<file path="src/rtl/core/tksr_pkg.sv">
// shared constants, operation codes and control structs of the score ranker
package tksr_pkg;

   localparam int DEPTH_DEF = 10;
   localparam int SCORE_W   = 31;
   localparam int NAME_W    = 64;
   localparam int RANK_W    = 4;
   localparam int OP_W      = 2;

   localparam logic [OP_W-1:0] OP_INSERT = 2'd0;
   localparam logic [OP_W-1:0] OP_LOOKUP = 2'd1;
   localparam logic [OP_W-1:0] OP_LIST   = 2'd2;
   localparam logic [OP_W-1:0] OP_CLEAR  = 2'd3;

   typedef struct packed {
      logic do_insert;
      logic do_clear;
      logic latch_key;
      logic idx_clear;
      logic idx_step;
      logic load_out;
      logic out_hit;
      logic out_last;
   } cmd_type;

   typedef struct packed {
      logic count_zero;
      logic idx_at_end;
      logic idx_is_last;
      logic name_match;
   } status_type;

endpackage

</file>
<file path="src/rtl/core/tksr_ctrl.sv">
// operation sequencer and response valid register
module tksr_ctrl import tksr_pkg::*; (
   input  logic             clock,
   input  logic             reset,
   input  logic             req_valid,
   input  logic [OP_W-1:0]  req_operation,
   output logic             req_ready,
   input  logic             rsp_ready,
   output logic             rsp_valid,
   input  status_type       status,
   output cmd_type          cmd
);

   localparam logic [1:0] ST_IDLE = 2'd0;
   localparam logic [1:0] ST_LIST = 2'd1;
   localparam logic [1:0] ST_LOOK = 2'd2;

   logic [1:0] state_ff, state_in;
   logic       rsp_valid_ff, rsp_valid_in;
   logic       slot;

   assign slot      = !rsp_valid_ff || rsp_ready;
   assign req_ready = (state_ff == ST_IDLE);
   assign rsp_valid = rsp_valid_ff;

   always_comb begin
      cmd          = '0;
      state_in     = state_ff;
      rsp_valid_in = rsp_valid_ff && !rsp_ready;
      unique case (state_ff)
         ST_IDLE: begin
            if (req_valid) begin
               unique case (req_operation)
                  OP_INSERT: cmd.do_insert = 1'b1;
                  OP_CLEAR:  cmd.do_clear = 1'b1;
                  OP_LIST: begin
                     cmd.idx_clear = 1'b1;
                     state_in      = ST_LIST;
                  end
                  OP_LOOKUP: begin
                     cmd.idx_clear = 1'b1;
                     cmd.latch_key = 1'b1;
                     state_in      = ST_LOOK;
                  end
                  default: state_in = ST_IDLE;
               endcase
            end
         end
         ST_LIST: begin
            if (slot) begin
               cmd.load_out = 1'b1;
               rsp_valid_in = 1'b1;
               if (status.count_zero) begin
                  cmd.out_last = 1'b1;
                  state_in     = ST_IDLE;
               end else begin
                  cmd.out_hit  = 1'b1;
                  cmd.out_last = status.idx_is_last;
                  cmd.idx_step = 1'b1;
                  if (status.idx_is_last) begin
                     state_in = ST_IDLE;
                  end
               end
            end
         end
         ST_LOOK: begin
            if (status.idx_at_end) begin
               if (slot) begin
                  cmd.load_out = 1'b1;
                  cmd.out_last = 1'b1;
                  rsp_valid_in = 1'b1;
                  state_in     = ST_IDLE;
               end
            end else if (status.name_match) begin
               if (slot) begin
                  cmd.load_out = 1'b1;
                  cmd.out_hit  = 1'b1;
                  cmd.out_last = 1'b1;
                  rsp_valid_in = 1'b1;
                  state_in     = ST_IDLE;
               end
            end else begin
               cmd.idx_step = 1'b1;
            end
         end
         default: state_in = ST_IDLE;
      endcase
   end

   always_ff @(posedge clock) begin
      if (reset) begin
         state_ff     <= ST_IDLE;
         rsp_valid_ff <= 1'b0;
      end else begin
         state_ff     <= state_in;
         rsp_valid_ff <= rsp_valid_in;
      end
   end

endmodule

</file>
<file path="config.mk">
export PLATFORM = sky130hd
export DESIGN_NAME = tksr_ctrl
export DESIGN_NICKNAME = d
export VERILOG_FILES = /design/src/rtl/core/tksr_pkg.sv /design/src/rtl/core/tksr_ctrl.sv
export SDC_FILE = /design/constraint.sdc
export NUM_CORES = 1
export LEC_CHECK = 0
export BUFFER_PORTS_ARGS = -buffer_cell sky130_fd_sc_hd__buf_2
export CAP_MARGIN = 5
export CORE_AREA = 5 5 42 44
export DETAILED_ROUTE_END_ITERATION = 8
export DIE_AREA = 0 0 47 49
export HOLD_SLACK_MARGIN = 0.08
export PLACE_DENSITY_LB_ADDON = 0.25
export SYNTH_ARGS = -nofsm -noshare
export SYNTH_HDL_FRONTEND = slang
export SYNTH_SLANG_ARGS = --single-unit
export TNS_END_PERCENT = 50
</file>
<file path="constraint.sdc">
create_clock -name clock -period 1.6 [get_ports clock]
set_input_delay 0 -clock clock [delete_from_list [all_inputs] [get_ports clock]]
set_output_delay 0 -clock clock [all_outputs]
set_load 0.05 [all_outputs]
</file>
==> reports/results.txt <==
The fraction of power consumed by combinational cells is 36.3%, and the number of global-route vias before repair is 403. The run gives 7 as the maximum number of pins on one net before global-route repair. The pre-antenna-repair detailed-routing pass consisted of 4 iterations. Yosys printed 0 warnings. For the max-slew violation count, the log shows 0. The initial utilization of the core area, before any placement, comes to 26.0%.

Count of input and output buffers: 19. The number of diodes came out at 0. The worst hold path class was in2reg. In this run the vertical extent of the chip is 49 um. The filler cell count is 165. In this run, CTS created clock tree buffers numbering 3.

The final cycle utilization of the critical path came out at 92.8%. The part of the Yosys area used for sequential elements was 16.5%. The global-route wire length before repair was 1500 um; the relative slew slack was 82.9%.

The later-pin clock latency in the skew report was 0.23 ns; the layout overhead on the synthesized area was 42.3%. The analysis attributes to net switching a power of 121 uW. The maximum fanout count along the critical path is 4. The flop and latch count out of synthesis was 3. The largest individual stage delay along the critical path comes from the cell sky130_fd_sc_hd__dfxtp_1. For the number of hold violations in the final report, the log shows 0. In this run the horizontal extent of the chip is 47 um. Setup violations remaining at the end of the flow were counted as 0.

Startpoint type of the worst setup path: a flop. Max-cap violations in this run came to 0. Summed over all instances, the cell type with the most area after synthesis is sky130_fd_sc_hd__ha_1.

Wires add up to 922 um. The die area is 2300 um2. The run finished with clean final reports. The sequential cell fraction of total power is 24.8%, and the count of routing violations after the opening detailed-route iteration is 4. The number of buffer and inverter stages on the critical path came out at 2. CTS saw 3 sinks. The share of post-route cells with drive strength above 1 was 31.1%; the tightest hold margin was 0.182 ns.

In this design, the critical path's most frequently occurring cell is sky130_fd_sc_hd__nand2b_1. Walking the worst path, the cells encountered are inv_1, ha_1, nand2b_1, nand2b_1, a21oi_1, buf_2. Dividing the detail-routed via count by the number of cells gives 4.59.

Pin placement for this block handled 20 I/O pins. A synthesized cell averages 7.28 um2. The slew at the pin closest to its max-slew limit is 0.256 ns, and the average wire per cell in the routed design is 10.2 um. The run gives 1 as the number of hold buffers added after cts. The CTS root buffer was sky130_fd_sc_hd__clkbuf_4.

At the worst endpoint, the required time is 1.60 ns. The logs give 0 for the number of nets still failing antenna checks after routing and 0.000269 uW for the leakage power figure. Number of antenna violations at the first check in global routing: 0. After clock tree synthesis, the clock-pin slew on the worst setup and hold paths is 0.04 ns. The number of rows in the core area was 14. After routing, the total negative slack on setup checks comes to 0 ns.

Of the post-synthesis cell area, the dominant cell type holds 27.5%. After floorplanning, the core was sized to cover 1400 um2. Clock skew on the completed layout was measured at 0.00252 ns.

The internal power of the cells totals 212 uW. Data on the critical path arrives at its endpoint at 1.48 ns. The worst-case IR drop observed on VDD is 175 uV. Ranked by total cell area, the synthesized netlist is headed by sky130_fd_sc_hd__ha_1 27%, sky130_fd_sc_hd__dfxtp_1 16%, sky130_fd_sc_hd__inv_1 7.2%.

The tools report the kind of end point of the critical path as an output port. TritonCTS built the clock tree. Across every metal layer, demand over resource in global routing totals 8.58%. The power density over the cells is 643 nW/um2, and the number of buffers inserted to repair setup after CTS is 0. The count of H-tree levels built during CTS is 1. The clock group share of total power was 38.8%; the net count of the mapped netlist was 68.

In this run the deepest clock path goes through 2 buffers. The biggest cell delay along the critical path works out to 0.34 ns. The worst path in the final design needs a cycle of 1.48 ns, including I/O delays and setup. The setup path with the least slack is of type reg2out. For the half-perimeter wire length after placement, the log shows 768 um.

Based on the critical path, the design can be clocked at up to 673 MHz. The finished layout holds 90 standard cells, fillers aside. The final routed DRC violation total came out at 0. The final layout contains 93 nets. In this run, distinct cell masters in the synthesized netlist total 16. Setup repair after global routing left no endpoint under its margin.

The run gives 364 um2 as the combined area of all synthesized cells. The detailed router placed 413 vias in this run. The final core utilization is 37.0%. The total overflow left after global routing is 0. The count of placed standard cells including taps was 85; the number of gates resized after CTS was 0.

Critical path's top delay family: buffers and inverters. The switching power as a share of total power is 36.4%, and the routability congestion estimate is 0.805. Synthesis produced 50 cells.
-- worst register-to-register path: cells and delay by family, from the launching register on --
family,cells,cell delay [ns]
simple gates,3,0.34
compound gates,1,0.25
flops,1,0.38
fa+ha+maj,1,0.24
buf+inv,1,0.08
-- power by group through the flow --
stage / Sequential (uW) / Combinational (uW) / Clock (uW)
after floorplan: 88.1 / 80.3 / 0
after global placement: 83.6 / 120 / 0
after detailed placement: 83.8 / 119 / 0
after CTS: 82.9 / 122 / 136
after global routing: 83.3 / 133 / 146
final: 82.8 / 121 / 129
-- registers in the layout, indices dropped and copies added (netlist names) --
name / flops
rsp_valid: 1
state_ff: 2
-- area by class of cell --
type	count	area, um2	area share [%]
timing repair buffer	20	105	20.3
sequential	3	60.1	11.6
multi-input combinational	40	280	54.1
clock buffer	4	26.3	5.07
tap	16	20.0	3.86
inverter	7	26.3	5.07
-- final timing paths --
check | from | endpoint | slack [ns] | cells past startpoint
setup / recovery | state_ff[1] | cmd[3] | 0.12 | 6
hold / removal | rsp_ready | rsp_valid | 0.18 | 3
setup reg to reg | state_ff[1] | state_ff[0] | 0.20 | 6
hold reg to reg | state_ff[0] | state_ff[0] | 0.52 | 1
-- synthesized netlist by cell type --
master                     number
sky130_fd_sc_hd__o21ai_0        5
sky130_fd_sc_hd__a221oi_1       1
sky130_fd_sc_hd__inv_1          7
sky130_fd_sc_hd__a22o_1         1
sky130_fd_sc_hd__ha_1           8
sky130_fd_sc_hd__a31oi_1        1
sky130_fd_sc_hd__a21oi_1        4
sky130_fd_sc_hd__and3_1         4
sky130_fd_sc_hd__a22oi_1        1
sky130_fd_sc_hd__dfxtp_1        3
sky130_fd_sc_hd__a32o_1         1
sky130_fd_sc_hd__nor2b_1        1
sky130_fd_sc_hd__nand2_1        5
sky130_fd_sc_hd__nand3b_1       1
sky130_fd_sc_hd__nand2b_1       3
sky130_fd_sc_hd__nor2_1         4
-- kinds of logic after synthesis --
| group | synth area share (%) |
|---|---|
| compound gates | 23.7 |
| fa+ha+maj | 27.5 |
| buf+inv | 7.22 |
| flops | 16.5 |
| simple gates | 25.1 |
-- placed cells by master (no fill, tap or decap), types with 3 or more instances in the layout --
master | netlist | final
sky130_fd_sc_hd__buf_2 | 0 | 19
sky130_fd_sc_hd__ha_1 | 8 | 8
sky130_fd_sc_hd__inv_1 | 7 | 7
sky130_fd_sc_hd__nand2_1 | 5 | 5
sky130_fd_sc_hd__o21ai_0 | 5 | 5
sky130_fd_sc_hd__a21oi_1 | 4 | 4
sky130_fd_sc_hd__and3_1 | 4 | 4
sky130_fd_sc_hd__nand2b_1 | 3 | 3
sky130_fd_sc_hd__nor2_1 | 4 | 3
sky130_fd_sc_hd__clkbuf_4 | 0 | 3
sky130_fd_sc_hd__dfxtp_1 | 3 | 3
-- metrics by stage --
stage	setup slack [ns]	power [uW]	instance area, um2
2_1_floorplan	0.0465	168	367
3_3_place_gp	0.219	203	482
3_5_place_dp	0.210	203	482
4_1_cts	0.101	341	518
5_1_grt	0.0109	363	518
6_report	0.115	333	518
-- routing by layer --
metal / wire [um] / up-vias / GRT usage, %
met2: 420 / 14 / 12.7
met5: 0 / - / 0
met1: 433 / 179 / 11.2
li1: - / 220 / -
met3: 69 / 0 / 1.11
met4: 0 / 0 / 5.53
No activity file was read; power rests on OpenSTA's default activity.
