[config.mk]
export PLATFORM = sky130hd
export DESIGN_NAME = tksr_datapath
export DESIGN_NICKNAME = d
export VERILOG_FILES = /design/src/rtl/core/tksr_pkg.sv /design/src/rtl/core/tksr_datapath.sv
export SDC_FILE = /design/constraint.sdc
export NUM_CORES = 2
export LEC_CHECK = 0
export BUFFER_PORTS_ARGS = -buffer_cell sky130_fd_sc_hd__buf_2
export CAP_MARGIN = 30
export CORE_MARGIN = 1
export CORE_UTILIZATION = 25
export DETAILED_ROUTE_END_ITERATION = 10
export PLACE_DENSITY = 0.48
export REMOVE_ABC_BUFFERS = 1
export SLEW_MARGIN = 20
export SYNTH_ARGS = -nofsm -noshare
export SYNTH_HDL_FRONTEND = slang
export SYNTH_SLANG_ARGS = --single-unit
export TNS_END_PERCENT = 100
[constraint.sdc]
create_clock -name clock -period 13.9 [get_ports clock]
set_clock_uncertainty 0.2 [all_clocks]
set_input_delay 1.39 -clock clock [delete_from_list [all_inputs] [get_ports clock]]
set_output_delay 1.39 -clock clock [all_outputs]
set_load 0.05 [all_outputs]
[src/rtl/core/tksr_pkg.sv]
// shared constants, operation codes and control structs of the score ranker
package tksr_pkg;

   localparam int DEPTH_DEF = 10;
   localparam int SCORE_W   = 31;
   localparam int NAME_W    = 64;
   localparam int RANK_W    = 4;
   localparam int OP_W      = 2;

   localparam logic [OP_W-1:0] OP_INSERT = 2'd0;
   localparam logic [OP_W-1:0] OP_LOOKUP = 2'd1;
   localparam logic [OP_W-1:0] OP_LIST   = 2'd2;
   localparam logic [OP_W-1:0] OP_CLEAR  = 2'd3;

   typedef struct packed {
      logic do_insert;
      logic do_clear;
      logic latch_key;
      logic idx_clear;
      logic idx_step;
      logic load_out;
      logic out_hit;
      logic out_last;
   } cmd_type;

   typedef struct packed {
      logic count_zero;
      logic idx_at_end;
      logic idx_is_last;
      logic name_match;
   } status_type;

endpackage

[src/rtl/core/tksr_datapath.sv]
// ranked entry cells, scan index and response payload registers
module tksr_datapath import tksr_pkg::*; #(
   parameter int DEPTH = DEPTH_DEF
) (
   input  logic                clock,
   input  logic                reset,
   input  logic [SCORE_W-1:0]  req_score,
   input  logic [NAME_W-1:0]   req_name_key,
   input  cmd_type             cmd,
   output status_type          status,
   output logic                rsp_found,
   output logic [RANK_W-1:0]   rsp_rank,
   output logic [SCORE_W-1:0]  rsp_entry_score,
   output logic [NAME_W-1:0]   rsp_entry_name,
   output logic                rsp_last
);

   localparam int CNT_W = $clog2(DEPTH + 1);
   localparam int IDX_W = (DEPTH > 1) ? $clog2(DEPTH) : 1;

   logic [SCORE_W-1:0] score_ff [DEPTH];
   logic [NAME_W-1:0]  name_ff  [DEPTH];
   logic [SCORE_W-1:0] score_in [DEPTH];
   logic [NAME_W-1:0]  name_in  [DEPTH];
   logic [DEPTH-1:0]   valid_v;
   logic [DEPTH-1:0]   above_v;
   logic [DEPTH-1:0]   open_v;

   logic [CNT_W-1:0]   count_ff, count_in;
   logic [CNT_W-1:0]   idx_ff, idx_in;
   logic [NAME_W-1:0]  key_ff;

   logic                found_ff;
   logic [RANK_W-1:0]   rank_ff;
   logic [SCORE_W-1:0]  escore_ff;
   logic [NAME_W-1:0]   ename_ff;
   logic                last_ff;

   logic [SCORE_W-1:0]  rd_score;
   logic [NAME_W-1:0]   rd_name;
   logic [RANK_W+CNT_W-1:0] rank_wide;

   // compare-and-shift cells
   for (genvar g = 0; g < DEPTH; g++) begin : g_cell
      assign valid_v[g] = (CNT_W'(g) < count_ff);
      assign above_v[g] = (req_score > score_ff[g]) ||
                          ((req_score == score_ff[g]) && (req_name_key > name_ff[g]));
      assign open_v[g]  = !valid_v[g] || above_v[g];
      if (g == 0) begin : g_head
         assign score_in[g] = open_v[g] ? req_score : score_ff[g];
         assign name_in[g]  = open_v[g] ? req_name_key : name_ff[g];
      end else begin : g_body
         assign score_in[g] = !open_v[g]   ? score_ff[g] :
                              open_v[g-1]  ? score_ff[g-1] : req_score;
         assign name_in[g]  = !open_v[g]   ? name_ff[g] :
                              open_v[g-1]  ? name_ff[g-1] : req_name_key;
      end
      always_ff @(posedge clock) begin
         if (cmd.do_insert) begin
            score_ff[g] <= score_in[g];
            name_ff[g]  <= name_in[g];
         end
      end
   end

   always_comb begin
      count_in = count_ff;
      if (cmd.do_clear) begin
         count_in = '0;
      end else if (cmd.do_insert && (count_ff < CNT_W'(DEPTH))) begin
         count_in = count_ff + CNT_W'(1);
      end
      idx_in = idx_ff;
      if (cmd.idx_clear) begin
         idx_in = '0;
      end else if (cmd.idx_step) begin
         idx_in = idx_ff + CNT_W'(1);
      end
   end

   always_ff @(posedge clock) begin
      if (reset) begin
         count_ff <= '0;
         idx_ff   <= '0;
      end else begin
         count_ff <= count_in;
         idx_ff   <= idx_in;
      end
   end

   always_ff @(posedge clock) begin
      if (cmd.latch_key) begin
         key_ff <= req_name_key;
      end
   end

   // read port at the scan index
   assign rd_score  = score_ff[idx_ff[IDX_W-1:0]];
   assign rd_name   = name_ff[idx_ff[IDX_W-1:0]];
   assign rank_wide = {{RANK_W{1'b0}}, idx_ff};

   assign status.count_zero  = (count_ff == '0);
   assign status.idx_at_end  = (idx_ff == count_ff);
   assign status.idx_is_last = (({1'b0, idx_ff} + (CNT_W + 1)'(1)) == {1'b0, count_ff});
   assign status.name_match  = (rd_name == key_ff);

   always_ff @(posedge clock) begin
      if (cmd.load_out) begin
         found_ff  <= cmd.out_hit;
         rank_ff   <= cmd.out_hit ? rank_wide[RANK_W-1:0] : '0;
         escore_ff <= cmd.out_hit ? rd_score : '0;
         ename_ff  <= cmd.out_hit ? rd_name : '0;
         last_ff   <= cmd.out_last;
      end
   end

   assign rsp_found       = found_ff;
   assign rsp_rank        = rank_ff;
   assign rsp_entry_score = escore_ff;
   assign rsp_entry_name  = ename_ff;
   assign rsp_last        = last_ff;

endmodule

==> impl_metrics.tcl <==
set metrics [dict create \
    ctsHoldBuffers 0 \
    peakVddDrop_v 0.00008483 \
    timing.hold.worst_path_depth 1 \
    cts.reportedPaths.clkPinSlew_ns 0.06 \
    cts_resized 0 \
    grt_pass1_wl_microns 430100 \
    first_pass_iters 6 \
    path_max_fanout 60 \
    ys_types 71 \
    slew_violations 0 \
    fin_crit_sh 0.5450 \
    setup_tns_ns 0 \
    sequentialPowerShare 0.430 \
    num_rows 204 \
    pwr-share-clk 0.392 \
    syn_avg_cell_area_sq_um 12.04 \
    synth_flop_cell "edfxtp_1" \
    synth_area_leaders "edfxtp_1 43%, ha_1 15%, mux2_2 12%" \
    postRouteAntennaNets 0 \
    synthesis.area_sq_um 77910 \
    worstMarginPinSlew_ns 1.109 \
    cp.arrival_ns 5.99 \
    synth.top_cell.area_share 0.4298 \
    clk_latency_ns 0.85 \
    power_switching_w 0.002885 \
    die_y_microns 560.2 \
    gp_congestion 0.9566 \
    clock_sinks 1127 \
    htree_levels 4 \
    core_sq_um 309400 \
    post-cts-setup-buffer-count 0 \
    r2r_start "name_ff[3][25]" \
    port-buffer-count 209 \
    ios 210 \
    yosysMostFrequentCell "edfxtp_1" \
    worst_r2r_path_depth 14 \
    grt_setup_unrepaired "no" \
    p_total_w 0.009724 \
    grt_max_degree 96 \
    drive_above_1_share 0.2351 \
    grt_use_total 0.1909 \
    fillers 31920 \
    num_vias 55990 \
    hold_class "reg2reg" \
    die_x_microns 560.2 \
    areaGrowthSynthToFinish_pct 14.10 \
    post_drt_via_cell_ratio 5.105 \
    cts_max_path_buffers 4 \
    wire_per_inst_microns 28.06 \
    critPathCapture "status[0]" \
    relSlewSlack 0.2561 \
    timing.fmax_mhz 132.0 \
    internal_power_w 0.006839 \
    ff2ff_setup_slack_ns 7.60 \
    p_sw_frac 0.2967 \
    tritoncts "yes" \
    status "complete, no violations" \
    final_area_sq_um 88890 \
    drt_iter0_markers 5450 \
    async_reset_ff_frac 0 \
    yosys_warnings 0 \
    synth_edf_count 1115 \
    synth_seq_cells 1127 \
    root_buffer "clkbuf_16" \
    overflow 0 \
    post-place-ws_ns 6.335 \
    power.leakage_nw 37.06 \
    cp-start-kind "register" \
    dpl.cell_count 10690 \
    grt_antenna_before_repair 63 \
    seq_area_frac_synth 0.4329 \
    crit-reg2reg-capture "score_ff[4][10]" \
    fin_cells 10970 \
    max-cap-violations 0 \
    setup_slack_ns 6.324 \
    cts_buffers 149 \
    cp-end-kind "primary output" \
    dieArea_sq_um 313900 \
    grt_pass1_vias 55400 \
    start_util 0.2518 \
    synth_top_area_cell "edfxtp_1" \
    pwr_density_cell_nw_per_um2 109.4 \
    place_area_sq_um 84240 \
    synth_commonest_cells "1,115 x edfxtp_1, 953 x ha_1, 953 x inv_1" \
    fin_crit_ns 7.576 \
    setup_violations 0 \
    path_class "reg2out" \
    hpwlAfterDp_microns 222200 \
    netlist_instances 6472 \
    hold_violations 0 \
    routed_wl_microns 307700 \
    cp_data_required_time_ns 12.31 \
    drc 0 \
    comb_power_share 0.178 \
    nets 7787 \
]
==> how the worst min path moves through the flow <==
| stage | start | end |
|---|---|---|
| after floorplan | name_ff[5][62] | name_ff[6][62] |
| after global placement | name_ff[1][28] | name_ff[2][28] |
| after detailed placement | score_ff[0][27] | score_ff[1][27] |
| after CTS | name_ff[8][27] | name_ff[9][27] |
| after global routing | name_ff[0][54] | name_ff[1][54] |
| final | name_ff[8][27] | name_ff[9][27] |
==> cell usage in the layout, fill, tap and decap left out, types with 119 or more instances in the layout <==
master	n
edfxtp_1	1115
ha_1	953
inv_1	952
mux2_2	820
a21o_1	287
a21oi_1	267
buf_2	218
nand4_1	211
nand2_1	198
mux4_2	183
nor2_1	173
o21ai_0	168
clkbuf_16	150
a211oi_1	120
mux2i_1	119
==> state kept, by name, summed over array words and instances (netlist names), named ones only <==
name             cells
rsp_entry_score     31
rsp_entry_name      64
rsp_last             1
idx_ff               4
name_ff            640
count_ff             4
rsp_rank             4
key_ff              64
score_ff           310
rsp_found            1
==> critical path, stage by stage, from the launching register on <==
cell      delay, ns
dfxtp_4        0.56
buf_12         0.45
buf_4          0.71
mux4_2         0.49
xnor2_1        0.58
o2111a_1       0.40
a31oi_1        0.12
nor4_1         0.59
o21ai_0        0.30
nor4_1         0.34
buf_4          0.23
buf_2          0.28
==> power groups by stage <==
stage,clock (W),combinational (W),sequential [W]
global route,0.00400,0.00187,0.00421
CTS,0.00389,0.00172,0.00418
detailed placement,0,0.00171,0.00425
global placement,0,0.00169,0.00424
finish,0.00381,0.00173,0.00418
floorplan,0,0.000949,0.00428
==> stage by stage <==
stage	util	hold slack, ns
after CTS	0.2871	0.3656
final	0.2873	0.3611
after global routing	0.2872	0.3862
after floorplan	-	0.3476
after detailed placement	0.2723	0.3617
after global placement	0.2717	0.3568
==> layout make-up <==
type / instances / area, sq um / area share
diodes: 17 / 42.54 / 0.0004786
clock buffers: 178 / 3869 / 0.04352
clock inverters: 74 / 708.2 / 0.007967
inverters: 955 / 3587 / 0.04036
multi-input cells: 4177 / 39800 / 0.4477
flip-flops and latches: 1127 / 33750 / 0.3797
well taps: 4120 / 5155 / 0.05799
repair buffers: 319 / 1983 / 0.02231
==> per-layer routing <==
metal,vias to the layer above,track usage,routed length (microns)
met5,-,0,275
met4,42,0.07096,12240
met3,511,0.04544,26100
met2,2226,0.2959,135900
met1,28430,0.2568,133200
li1,24780,-,-
==> kinds of logic after synthesis <==
group | after synthesis | synth area share
flip-flops | 1127 | 0.4329
multiplexers | 1162 | 0.1944
AO/OA/AOI/OAI | 1035 | 0.08690
adder cells (fa/ha/maj) | 953 | 0.1531
XOR/XNOR | 156 | 0.01754
buffers and inverters | 1168 | 0.05851
AND/OR/NAND/NOR | 871 | 0.05676
(Power assumes the default switching activity.)
